<file path="config.mk">
export PLATFORM = sky130hd
export DESIGN_NAME = byte_stream_packetizer_crc_core
export DESIGN_NICKNAME = d
export VERILOG_FILES = /design/src/rtl/bspc_pkg.sv /design/src/rtl/byte_stream_packetizer_crc_core.sv
export VERILOG_INCLUDE_DIRS = /design/src /design/src/rtl
export SDC_FILE = /design/constraint.sdc
export NUM_CORES = 2
export LEC_CHECK = 0
export BUFFER_PORTS_ARGS = -buffer_cell sky130_fd_sc_hd__buf_2
export CORE_ASPECT_RATIO = 0.75
export CORE_UTILIZATION = 66
export DETAILED_ROUTE_END_ITERATION = 10
export GPL_ROUTABILITY_DRIVEN = 0
export GPL_TIMING_DRIVEN = 0
export HOLD_SLACK_MARGIN = 0.08
export MAX_ROUTING_LAYER = met4
export PLACE_DENSITY = 0.93
export SLEW_MARGIN = 40
export SYNTH_ARGS = -nofsm -noshare
export SYNTH_HDL_FRONTEND = slang
export SYNTH_SLANG_ARGS = --single-unit
</file>
<file path="constraint.sdc">
create_clock -name clk -period 12.11 [get_ports clk]
set_clock_uncertainty 0.1 [all_clocks]
set_input_delay 2.422 -clock clk [delete_from_list [all_inputs] [get_ports clk]]
set_output_delay 2.422 -clock clk [all_outputs]
set_load 0.005 [all_outputs]
</file>
<file path="src/rtl/byte_stream_packetizer_crc_core_assert.svh">
// Assertion macros for the byte stream packetizer core.
// Included by byte_stream_packetizer_crc_core.sv; no other dependencies.
`ifndef BYTE_STREAM_PACKETIZER_CRC_CORE_ASSERT_SVH
`define BYTE_STREAM_PACKETIZER_CRC_CORE_ASSERT_SVH

`ifndef SYNTH
// same-cycle implication
`define BSPC_ASSERT_IMPL(lbl, ck, rn, ante, cons) \
  lbl: assert property (@(posedge ck) disable iff (!rn) (ante) |-> (cons)) \
    else $error("bspc assertion failed");
// next-cycle implication
`define BSPC_ASSERT_NEXT(lbl, ck, rn, ante, cons) \
  lbl: assert property (@(posedge ck) disable iff (!rn) (ante) |=> (cons)) \
    else $error("bspc assertion failed");
`else
`define BSPC_ASSERT_IMPL(lbl, ck, rn, ante, cons)
`define BSPC_ASSERT_NEXT(lbl, ck, rn, ante, cons)
`endif

`endif

</file>
<file path="src/rtl/bspc_pkg.sv">
// Package for the byte stream packetizer: word types, sizes, codes, CRC steps.
// No dependencies.
`default_nettype none

package bspc_pkg;

  localparam int NUM_DEVICES = 4;
  localparam int MAX_PAYLOAD = 64;

  localparam int DEV_W  = 2;   // device field width
  localparam int SIZE_W = 7;   // payload_size field width
  localparam int USZ_W  = 7;   // per-device usual size width
  localparam int TMO_W  = 8;   // per-device timeout width
  localparam int PTR_W  = $clog2(MAX_PAYLOAD);
  localparam int FILL_W = $clog2(MAX_PAYLOAD + 1);
  localparam int MEM_DEPTH = NUM_DEVICES * MAX_PAYLOAD;
  localparam int MEM_AW = $clog2(MEM_DEPTH);
  localparam int HDR_LEN = 10;
  localparam int HIDX_W = $clog2(HDR_LEN);

  localparam logic OP_PUSH = 1'b0;
  localparam logic OP_POLL = 1'b1;

  localparam logic [2:0] CFG_SESSION  = 3'd0;
  localparam logic [2:0] CFG_START    = 3'd1;
  localparam logic [2:0] CFG_DTYPE    = 3'd2;
  localparam logic [2:0] CFG_USUAL    = 3'd3;
  localparam logic [2:0] CFG_TIMEOUTS = 3'd4;

  localparam logic [27:0] USUAL_RST    = 28'h8102040;
  localparam logic [31:0] TIMEOUTS_RST = 32'h0A0A0A0A;

  localparam logic [7:0]  CRC8_POLY  = 8'h07;
  localparam logic [15:0] CRC16_POLY = 16'h1021;
  localparam logic [15:0] CRC16_INIT = 16'hFFFF;

  typedef struct packed {
    logic             opcode;
    logic [DEV_W-1:0] device;
    logic [7:0]       data_byte;
    logic [31:0]      now_ms;
  } in_word_t;

  typedef struct packed {
    logic [7:0]        payload_byte;
    logic              last;
    logic [DEV_W-1:0]  out_device;
    logic [31:0]       timestamp;
    logic [SIZE_W-1:0] payload_size;
    logic [7:0]        header_crc;
    logic [15:0]       payload_crc;
  } out_word_t;

  function automatic logic [7:0] crc8_step(logic [7:0] crc, logic [7:0] b);
    logic [7:0] c;
    c = crc ^ b;
    for (int i = 0; i < 8; i++) begin
      c = c[7] ? ((c << 1) ^ CRC8_POLY) : (c << 1);
    end
    return c;
  endfunction

  function automatic logic [15:0] crc16_step(logic [15:0] crc, logic [7:0] b);
    logic [15:0] c;
    c = crc ^ {b, 8'h00};
    for (int i = 0; i < 8; i++) begin
      c = c[15] ? ((c << 1) ^ CRC16_POLY) : (c << 1);
    end
    return c;
  endfunction

  // (h + f) mod MAX_PAYLOAD, with h < MAX_PAYLOAD and f <= MAX_PAYLOAD
  function automatic logic [PTR_W-1:0] wrap_add(logic [PTR_W-1:0] h, logic [FILL_W-1:0] f);
    logic [PTR_W:0] s;
    s = (PTR_W+1)'(h) + (PTR_W+1)'(f);
    if (s >= (PTR_W+1)'(MAX_PAYLOAD)) begin
      s = s - (PTR_W+1)'(MAX_PAYLOAD);
    end
    return PTR_W'(s);
  endfunction

  function automatic logic [PTR_W-1:0] ptr_inc(logic [PTR_W-1:0] p);
    return (p == PTR_W'(MAX_PAYLOAD - 1)) ? '0 : p + PTR_W'(1);
  endfunction

  function automatic logic [MEM_AW-1:0] mem_addr(logic [DEV_W-1:0] d, logic [PTR_W-1:0] p);
    return MEM_AW'(d) * MEM_AW'(MAX_PAYLOAD) + MEM_AW'(p);
  endfunction

endpackage

`default_nettype wire

</file>
<file path="src/rtl/byte_stream_packetizer_crc_core.sv">
// Byte stream packetizer core: per-device byte FIFOs drained as CRC'd packages.
// Depends on bspc_pkg and byte_stream_packetizer_crc_core_assert.svh.
//
// Usage:
//  - Input channel (in_valid / in_stall / in_data): push words store a byte in
//    the addressed device FIFO (dropped when full); poll words check the
//    device's trigger (usual size, full FIFO, or timeout since first poll
//    that saw data) and, on a trigger, drain the FIFO as a package.
//  - Result channel (out_valid / out_stall / out_data): one word per payload
//    byte; header fields ride on every word, payload_crc on the last only.
//  - Config channel (cfg_valid / cfg_ready / cfg_index / cfg_data): register
//    writes, taken only while the core is idle; unknown indexes are ignored.
//  - Sequence: push and non-triggering poll go through accept and decode.
//    A triggering poll next runs the header CRC-8 one byte per cycle; then
//    each payload byte passes the single FIFO memory read port (ST_RD) and
//    the CRC-16 / output stage (ST_EMIT), which waits on a stalled receiver.
//  - in_stall is low only between words; the core works on one word at a time.
//  - A stalled receiver holds the output register, and the drain waits.
//  - Synchronous reset clears fills, heads, timeout tracking, state, config;
//    FIFO memory contents are not cleared and need no clearing pass.
`default_nettype none

`include "byte_stream_packetizer_crc_core_assert.svh"

module byte_stream_packetizer_crc_core
  import bspc_pkg::*;
(
  input  wire logic        clk,
  input  wire logic        rst_n,
  // input words
  input  wire logic        in_valid,
  output      logic        in_stall,
  input  wire in_word_t    in_data,
  // result words
  output      logic        out_valid,
  input  wire logic        out_stall,
  output      out_word_t   out_data,
  // config writes
  input  wire logic        cfg_valid,
  output      logic        cfg_ready,
  input  wire logic [2:0]  cfg_index,
  input  wire logic [31:0] cfg_data
);

  typedef enum logic [2:0] {
    ST_IDLE,    // waiting for a word
    ST_DECODE,  // push store or poll trigger check
    ST_HDR,     // header CRC-8, one byte per cycle
    ST_RD,      // issue FIFO memory read
    ST_EMIT     // CRC-16 update and load output register
  } state_t;

  // control state
  state_t            state_r, state_nxt;
  logic [FILL_W-1:0] fill_r [NUM_DEVICES];
  logic [FILL_W-1:0] fill_nxt [NUM_DEVICES];
  logic [PTR_W-1:0]  head_r [NUM_DEVICES];
  logic [PTR_W-1:0]  head_nxt [NUM_DEVICES];
  logic              seen_r [NUM_DEVICES];
  logic              seen_nxt [NUM_DEVICES];
  logic [31:0]       seen_time_r [NUM_DEVICES];
  logic [31:0]       seen_time_nxt [NUM_DEVICES];
  logic              out_valid_r, out_valid_nxt;
  logic [7:0]        session_r, session_nxt;
  logic [7:0]        start_r, start_nxt;
  logic [7:0]        dtype_r, dtype_nxt;
  logic [27:0]       usual_r, usual_nxt;
  logic [31:0]       tmo_r, tmo_nxt;

  // datapath
  in_word_t          item_r, item_nxt;
  out_word_t         out_data_r, out_data_nxt;
  logic [HIDX_W-1:0] hidx_r, hidx_nxt;
  logic [7:0]        hcrc_r, hcrc_nxt;
  logic [15:0]       pcrc_r, pcrc_nxt;
  logic [PTR_W-1:0]  rd_ptr_r, rd_ptr_nxt;
  logic [FILL_W-1:0] cnt_r, cnt_nxt;

  // FIFO memory
  logic [7:0]        mem [MEM_DEPTH];
  logic [7:0]        rd_data_r;
  logic              mem_we;
  logic [MEM_AW-1:0] mem_wa;
  logic [MEM_AW-1:0] mem_ra;

  // decode helpers
  logic [DEV_W-1:0]   dev;
  logic               dev_ok;
  logic [FILL_W-1:0]  fill;
  logic [USZ_W-1:0]   usual_raw;
  logic [USZ_W-1:0]   usual;
  logic [TMO_W-1:0]   tmo;
  logic [31:0]        wait_ms;
  logic               trig;
  logic [HDR_LEN*8-1:0] hdr_vec;
  logic [7:0]         hdr_byte;
  logic               emit_go;
  logic               emit_last;
  logic [15:0]        pcrc_step;

  localparam int CMP_W = (FILL_W > USZ_W ? FILL_W : USZ_W) + 1;

  assign dev       = item_r.device;
  assign dev_ok    = {1'b0, dev} < (DEV_W+1)'(NUM_DEVICES);
  assign fill      = fill_r[dev];
  assign usual_raw = usual_r[int'(dev) * USZ_W +: USZ_W];
  assign usual     = (usual_raw == '0) ? USZ_W'(1) : usual_raw;
  assign tmo       = tmo_r[int'(dev) * TMO_W +: TMO_W];
  assign wait_ms   = item_r.now_ms - seen_time_r[dev];
  assign trig      = (CMP_W'(fill) >= CMP_W'(usual))
                  || (CMP_W'(fill) >= CMP_W'(MAX_PAYLOAD))
                  || (seen_r[dev] && (wait_ms >= 32'(tmo)));

  // header: start, type, device, session, time (BE), size (BE, 16 bits)
  assign hdr_vec  = {start_r, dtype_r, 8'(dev), session_r, item_r.now_ms,
                     8'h00, 8'(fill)};
  assign hdr_byte = hdr_vec[8 * (HDR_LEN - 1 - int'(hidx_r)) +: 8];

  assign emit_go   = !out_valid_r || !out_stall;
  assign emit_last = (cnt_r + FILL_W'(1)) == fill;
  assign pcrc_step = crc16_step(pcrc_r, rd_data_r);
  assign mem_ra    = mem_addr(dev, rd_ptr_r);

  assign in_stall  = (state_r != ST_IDLE);
  assign cfg_ready = (state_r == ST_IDLE);
  assign out_valid = out_valid_r;
  assign out_data  = out_data_r;

  always_comb begin
    state_nxt     = state_r;
    fill_nxt      = fill_r;
    head_nxt      = head_r;
    seen_nxt      = seen_r;
    seen_time_nxt = seen_time_r;
    out_valid_nxt = out_valid_r;
    session_nxt   = session_r;
    start_nxt     = start_r;
    dtype_nxt     = dtype_r;
    usual_nxt     = usual_r;
    tmo_nxt       = tmo_r;
    item_nxt      = item_r;
    out_data_nxt  = out_data_r;
    hidx_nxt      = hidx_r;
    hcrc_nxt      = hcrc_r;
    pcrc_nxt      = pcrc_r;
    rd_ptr_nxt    = rd_ptr_r;
    cnt_nxt       = cnt_r;
    mem_we        = 1'b0;
    mem_wa        = mem_addr(dev, wrap_add(head_r[dev], fill));

    if (out_valid_r && !out_stall) begin
      out_valid_nxt = 1'b0;
    end

    if (cfg_valid && cfg_ready) begin
      unique case (cfg_index)
        CFG_SESSION:  session_nxt = cfg_data[7:0];
        CFG_START:    start_nxt   = cfg_data[7:0];
        CFG_DTYPE:    dtype_nxt   = cfg_data[7:0];
        CFG_USUAL:    usual_nxt   = cfg_data[27:0];
        CFG_TIMEOUTS: tmo_nxt     = cfg_data;
        default: ;
      endcase
    end

    unique case (state_r)
      ST_IDLE: begin
        if (in_valid) begin
          item_nxt  = in_data;
          state_nxt = ST_DECODE;
        end
      end
      ST_DECODE: begin
        state_nxt = ST_IDLE;
        if (dev_ok) begin
          if (item_r.opcode == OP_PUSH) begin
            if (CMP_W'(fill) < CMP_W'(MAX_PAYLOAD)) begin
              mem_we        = 1'b1;
              fill_nxt[dev] = fill + FILL_W'(1);
            end
          end else if (fill == '0 || !trig) begin
            if (fill != '0 && !seen_r[dev]) begin
              seen_nxt[dev]      = 1'b1;
              seen_time_nxt[dev] = item_r.now_ms;
            end
          end else begin
            hidx_nxt   = '0;
            hcrc_nxt   = '0;
            pcrc_nxt   = CRC16_INIT;
            rd_ptr_nxt = head_r[dev];
            cnt_nxt    = '0;
            state_nxt  = ST_HDR;
          end
        end
      end
      ST_HDR: begin
        hcrc_nxt = crc8_step(hcrc_r, hdr_byte);
        hidx_nxt = hidx_r + HIDX_W'(1);
        if (hidx_r == HIDX_W'(HDR_LEN - 1)) begin
          state_nxt = ST_RD;
        end
      end
      ST_RD: begin
        state_nxt = ST_EMIT;
      end
      ST_EMIT: begin
        if (emit_go) begin
          out_valid_nxt             = 1'b1;
          out_data_nxt.payload_byte = rd_data_r;
          out_data_nxt.last         = emit_last;
          out_data_nxt.out_device   = dev;
          out_data_nxt.timestamp    = item_r.now_ms;
          out_data_nxt.payload_size = SIZE_W'(fill);
          out_data_nxt.header_crc   = hcrc_r;
          out_data_nxt.payload_crc  = emit_last ? pcrc_step : '0;
          pcrc_nxt                  = pcrc_step;
          rd_ptr_nxt                = ptr_inc(rd_ptr_r);
          cnt_nxt                   = cnt_r + FILL_W'(1);
          if (emit_last) begin
            head_nxt[dev]      = wrap_add(head_r[dev], fill);
            fill_nxt[dev]      = '0;
            seen_nxt[dev]      = 1'b0;
            seen_time_nxt[dev] = '0;
            state_nxt          = ST_IDLE;
          end else begin
            state_nxt = ST_RD;
          end
        end
      end
      default: state_nxt = ST_IDLE;
    endcase
  end

  always_ff @(posedge clk) begin
    item_r     <= item_nxt;
    out_data_r <= out_data_nxt;
    hidx_r     <= hidx_nxt;
    hcrc_r     <= hcrc_nxt;
    pcrc_r     <= pcrc_nxt;
    rd_ptr_r   <= rd_ptr_nxt;
    cnt_r      <= cnt_nxt;
    if (!rst_n) begin
      state_r     <= ST_IDLE;
      out_valid_r <= 1'b0;
      session_r   <= '0;
      start_r     <= '0;
      dtype_r     <= '0;
      usual_r     <= USUAL_RST;
      tmo_r       <= TIMEOUTS_RST;
      for (int d = 0; d < NUM_DEVICES; d++) begin
        fill_r[d]      <= '0;
        head_r[d]      <= '0;
        seen_r[d]      <= 1'b0;
        seen_time_r[d] <= '0;
      end
    end else begin
      state_r     <= state_nxt;
      out_valid_r <= out_valid_nxt;
      session_r   <= session_nxt;
      start_r     <= start_nxt;
      dtype_r     <= dtype_nxt;
      usual_r     <= usual_nxt;
      tmo_r       <= tmo_nxt;
      fill_r      <= fill_nxt;
      head_r      <= head_nxt;
      seen_r      <= seen_nxt;
      seen_time_r <= seen_time_nxt;
    end
  end

  // FIFO storage: one write port, one registered read port
  always_ff @(posedge clk) begin
    if (mem_we) begin
      mem[mem_wa] <= item_r.data_byte;
    end
    rd_data_r <= mem[mem_ra];
  end

  // fill never runs past the FIFO size
  `BSPC_ASSERT_IMPL(a_fill_cap, clk, rst_n, state_r == ST_DECODE,
                    CMP_W'(fill) <= CMP_W'(MAX_PAYLOAD))
  // a drain only runs on a non-empty FIFO
  `BSPC_ASSERT_IMPL(a_drain_nonempty, clk, rst_n,
                    state_r == ST_HDR || state_r == ST_RD || state_r == ST_EMIT,
                    fill != '0)
  // byte count stays inside the package
  `BSPC_ASSERT_IMPL(a_cnt_range, clk, rst_n, state_r == ST_RD || state_r == ST_EMIT,
                    cnt_r < fill)
  // the last byte empties the FIFO and frees the core
  `BSPC_ASSERT_NEXT(a_last_done, clk, rst_n,
                    state_r == ST_EMIT && emit_go && emit_last,
                    state_r == ST_IDLE && fill_r[item_r.device] == '0 && out_valid_r)

endmodule

`default_nettype wire
</file>
==> results.py, run 1 <==
metrics = {
    "outcome": {
        "stop_error": "[ERROR GRT-0232] Routing congestion too high. Check the congestion heatmap in the GUI.",
        "status": "did not finish",
        "haltStage": "5_1_grt",
    },
    "placed_design": {
        "dp_hpwl_mm": 236,
        "post-place-cells": 7578,
        "portBuffers": 157,
    },
    "synthesis": {
        "synth.area.top_cells": "edfxtp_1 66%, mux4_2 16%, dfxtp_1 5.6%",
        "synth.avg_cell_area_sq_um": 18.9,
        "syn-instance-count": 5269,
        "ys.warnings.count": 0,
        "syn_area_sq_mm": 0.0996,
        "ys_ff_latch": 2486,
        "synth_top_area_share_pct": 66.5,
        "async_flop_share_pct": 0,
        "synth_top_area_cell": "edfxtp_1",
        "ys_seq_area_share_pct": 72.1,
        "synth.distinct_cells": 74,
        "synth_flop_cell": "edfxtp_1",
        "synth_enable_flop_cells": 2206,
        "syn_nets": 5415,
    },
    "clock_network": {
        "h-tree-depth": 4,
        "clockBufferDepth": 3,
        "cts.hold.buffers_added": 0,
        "cts_resized": 0,
        "root_buffer": "clkbuf_16",
        "cts_setup_buffers": 0,
        "cts_buffers": 211,
        "numClockSinks": 2486,
    },
    "die": {
        "ios": 160,
        "rows": 123,
        "initial_core_util_pct": 66.5,
        "dieWidth_microns": 451,
        "fp.dieH_microns": 338,
    },
    "global_routing": {
        "grt_max_degree": 65,
        "gr-total-overflow": 39,
        "grtUsageTotal_pct": 60.8,
        "antenna_found_initial": 70,
    },
}
==> Yosys cell counts, drive strengths merged (6+ instances only) <==
cell	number
nor3	15
mux4	729
dfxtp	280
nor4	8
a22oi	6
and2	16
xnor2	59
nand2	321
mux2	7
mux2i	125
o31ai	6
ha	61
o211a	7
inv	66
a21o	17
nand3	151
a31oi	11
buf	103
a22o	11
and3	10
o21a	10
o21ai	140
xor2	34
a21oi	71
a211oi	23
a21boi	51
nor2b	61
nand4	9
o211ai	9
nand2b	12
clkbuf	214
o2bb2ai	6
nor2	354
edfxtp	2206
==> cells by family after synthesis <==
kind of cell | synth area share [%]
adder cells (fa/ha/maj) | 0.806
buffers and inverters | 1.52
flip-flops | 72.1
XOR/XNOR | 0.818
AND/OR/NAND/NOR | 4.30
AO/OA/AOI/OAI | 2.62
multiplexers | 17.8
==> stage by stage <==
step	cell area (sq um)	setup WS, ps
3_5_place_dp	105000	3970
2_1_floorplan	99600	4440
3_3_place_gp	103000	539
4_1_cts	112000	3790
==> metal layers <==
metal	overflow	track usage [%]
met1	3	61.7
met2	16	74.8
met3	1	46.5
met4	19	51.8
met5	-	-
==> inputs of run 2 (changes only) <==
--- a/config.mk
+++ b/config.mk
@@ -7,14 +7,11 @@
 export NUM_CORES = 2
 export LEC_CHECK = 0
 export BUFFER_PORTS_ARGS = -buffer_cell sky130_fd_sc_hd__buf_2
-export CORE_ASPECT_RATIO = 0.75
-export CORE_UTILIZATION = 66
+export CORE_UTILIZATION = 40
 export DETAILED_ROUTE_END_ITERATION = 10
 export GPL_ROUTABILITY_DRIVEN = 0
 export GPL_TIMING_DRIVEN = 0
-export HOLD_SLACK_MARGIN = 0.08
-export MAX_ROUTING_LAYER = met4
-export PLACE_DENSITY = 0.93
+export PLACE_DENSITY_LB_ADDON = 0.15
 export SLEW_MARGIN = 40
 export SYNTH_ARGS = -nofsm -noshare
 export SYNTH_HDL_FRONTEND = slang
==> run 2 against run 1 <==
Compared with the run above:
- the flow now finishes without violations
- synthesized cell count did not move
- synthesized area did not move
==> results.py, run 2 <==
metrics = {
    "die": {
        "core_sq_mm": 0.247,
        "rows": 182,
        "initial_core_util_pct": 40.4,
        "die_area_sq_mm": 0.251,
        "ios": 160,
        "dieWidth_microns": 501,
        "fp.dieH_microns": 501,
    },
    "synthesis": {
        "synth_flop_cell": "edfxtp_1",
        "syn_area_sq_mm": 0.0996,
        "synth_enable_flop_cells": 2206,
        "yosysMostFrequentCell": "edfxtp_1",
        "syn_nets": 5415,
        "syn-instance-count": 5269,
        "synth_top_area_share_pct": 66.5,
        "synth.avg_cell_area_sq_um": 18.9,
        "ys_ff_latch": 2486,
        "ys.warnings.count": 0,
        "async_flop_share_pct": 0,
        "synth.area.top_cells": "edfxtp_1 66%, mux4_2 16%, dfxtp_1 5.6%",
        "synth_top_area_cell": "edfxtp_1",
        "synth.top_cells.by_count": "2206 x edfxtp_1, 729 x mux4_2, 351 x nor2_1, 321 x nand2_1, 280 x dfxtp_1",
        "synth.distinct_cells": 74,
        "ys_seq_area_share_pct": 72.1,
    },
    "final_layout": {
        "layout_commonest_cell": "edfxtp_1",
        "area_delta_synth_final_pct": 17.7,
        "mostFrequentLayoutCells": "2206 x edfxtp_1, 729 x mux4_2, 320 x nand2_1, 292 x clkbuf_16, 280 x dfxtp_1",
        "layout-drive-gt1-share_pct": 31.1,
        "nNetsFinal": 6059,
        "largest_register": "mem",
        "largest_reg_flops": 2048,
        "fin_cells": 9430,
    },
    "sta": {
        "max_freq_mhz": 125,
        "setup_violations": 0,
        "setup_tns_ps": 0,
        "fin_crit_sh_pct": 66.1,
        "rsz0062_at_grt": "false",
        "slew_headroom_pct": 36.9,
        "fin_crit_ps": 8000,
        "report.final.slew_viol_count": 0,
        "hold_ws_ps": 352,
        "worst_slew_pin_slew_ps": 920,
        "hold_viol_final": 0,
    },
    "power": {
        "p_leak_nw": 37.3,
        "peakVddDrop_uv": 163,
        "p_total_w": 0.0180,
        "p_per_area_mw_per_mm2": 153,
    },
    "clock_network": {
        "root_buffer": "clkbuf_16",
        "cts_tree": "done",
        "cts_resized": 0,
        "cts.hold.buffers_added": 0,
        "cts_setup_buffers": 0,
        "insertion_delay_ps": 930,
        "cts_buffers": 282,
        "clk_pin_slew_worst_paths_ps": 60,
        "clockBufferDepth": 4,
        "numClockSinks": 2486,
        "h-tree-depth": 5,
    },
    "detailed_routing": {
        "first_pass_iters": 6,
        "drt_wl_total_mm": 323,
        "wl_per_cell_microns": 34.3,
        "detail-route-antenna-nets": 0,
        "post_drt_via_cell_ratio": 5.88,
        "vias": 55500,
        "drt_iter0_drc": 7068,
        "remaining_drc_errors": 0,
    },
    "worst_setup_path": {
        "endpoint_kind": "flop",
        "path_max_fanout": 17,
        "critPathRequiredTime_ps": 12680,
        "crit_arrival_ps": 8570,
        "critPathKind": "flop to flop",
        "critPathLaunchType": "flop",
    },
    "global_routing": {
        "grt_pass1_wl_mm": 445,
        "antenna_found_initial": 12,
        "gr-total-overflow": 0,
        "grt_max_degree": 42,
        "grtUsageTotal_pct": 25.8,
        "grt_pass1_vias": 54700,
    },
    "placed_design": {
        "dp_hpwl_mm": 235,
        "post-place-cells": 8941,
        "portBuffers": 157,
    },
    "outcome": {
        "status": "completed",
    },
    "run": {
        "drv_cap": 0,
    },
    "min_path": {
        "hold_class": "flop to flop",
    },
}
## run 2: layer usage
| layer | vias to the layer above | routed length [microns] | global-route usage, % |
|---|---|---|---|
| met3 | 545 | 27200 | 5.69 |
| met4 | 2 | 12700 | 9.10 |
| li1 | 22500 | - | - |
| met2 | 2660 | 152000 | 40.7 |
| met1 | 29700 | 132000 | 35.1 |
| met5 | - | 10 | 0 |
## run 2: final timing paths
check / from / end / slack, ps / cells after the start
max reg2reg: dev[0]$_DFFE_PP_ / pcrc_r[6]$_SDFFCE_PN1P_ / 4110 / 22
max: dev[0]$_DFFE_PP_ / pcrc_r[6]$_SDFFCE_PN1P_ / 4110 / 22
min reg2reg: rd_data_r[4]$_DFF_P_ / out_data[70]$_DFFE_PP_ / 350 / 0
min: rd_data_r[4]$_DFF_P_ / out_data[70]$_DFFE_PP_ / 350 / 0
## run 2: through the flow
stage | setup slack (ps) | cell area [sq um] | util, %
2_1_floorplan | 4440 | 99600 | -
3_3_place_gp | 872 | 105000 | 42.4
3_5_place_dp | 4090 | 109000 | 44.0
4_1_cts | 4030 | 117000 | 47.5
5_1_grt | 3690 | 117000 | 47.5
6_report | 4110 | 117000 | 47.5
## run 2: layout make-up
class                      count  area, sq um
inverter                      66          253
buffer                       317         1520
fill                       20700       130000
timing repair buffer         360         4020
clock inverter               127          983
sequential                  2486        71800
clock buffer                 356         7610
tap                         3312         4140
antenna                        6         15.0
multi-input combinational   2400        26900
## run 2: report_power, final
group	switching, W	internal, W
Sequential	0.0000301	0.00934
Combinational	0.000313	0.000136
Clock	0.00340	0.00475
Total	0.00375	0.0142
## run 2: cells by family after synthesis
kind of cell	count (synthesis)	share of synthesized area [%]
compound gates	408	2.62
xor+xnor	93	0.818
fa+ha+maj	63	0.806
buf+inv	383	1.52
flops	2486	72.1
mux	861	17.8
simple gates	975	4.30
## run 2: critical path: stages, from the launching register on
cell and delay [ps]:
edfxtp_1 420, buf_6 170, buf_2 360, buf_1 590, clkbuf_2 560, buf_2 570, mux4_2 640, ha_1 240
fa_1 430, nand2b_1 220, a21oi_1 340, nor2_1 110, xnor2_1 230, ha_1 290, a21oi_1 140, o221ai_1 140
a211oi_1 270, o2111ai_1 150, nor4bb_1 350, nand4_1 250, nor3_2 620, o21ai_4 300, buf_8 250
No activity file was read; power rests on OpenSTA's default activity.
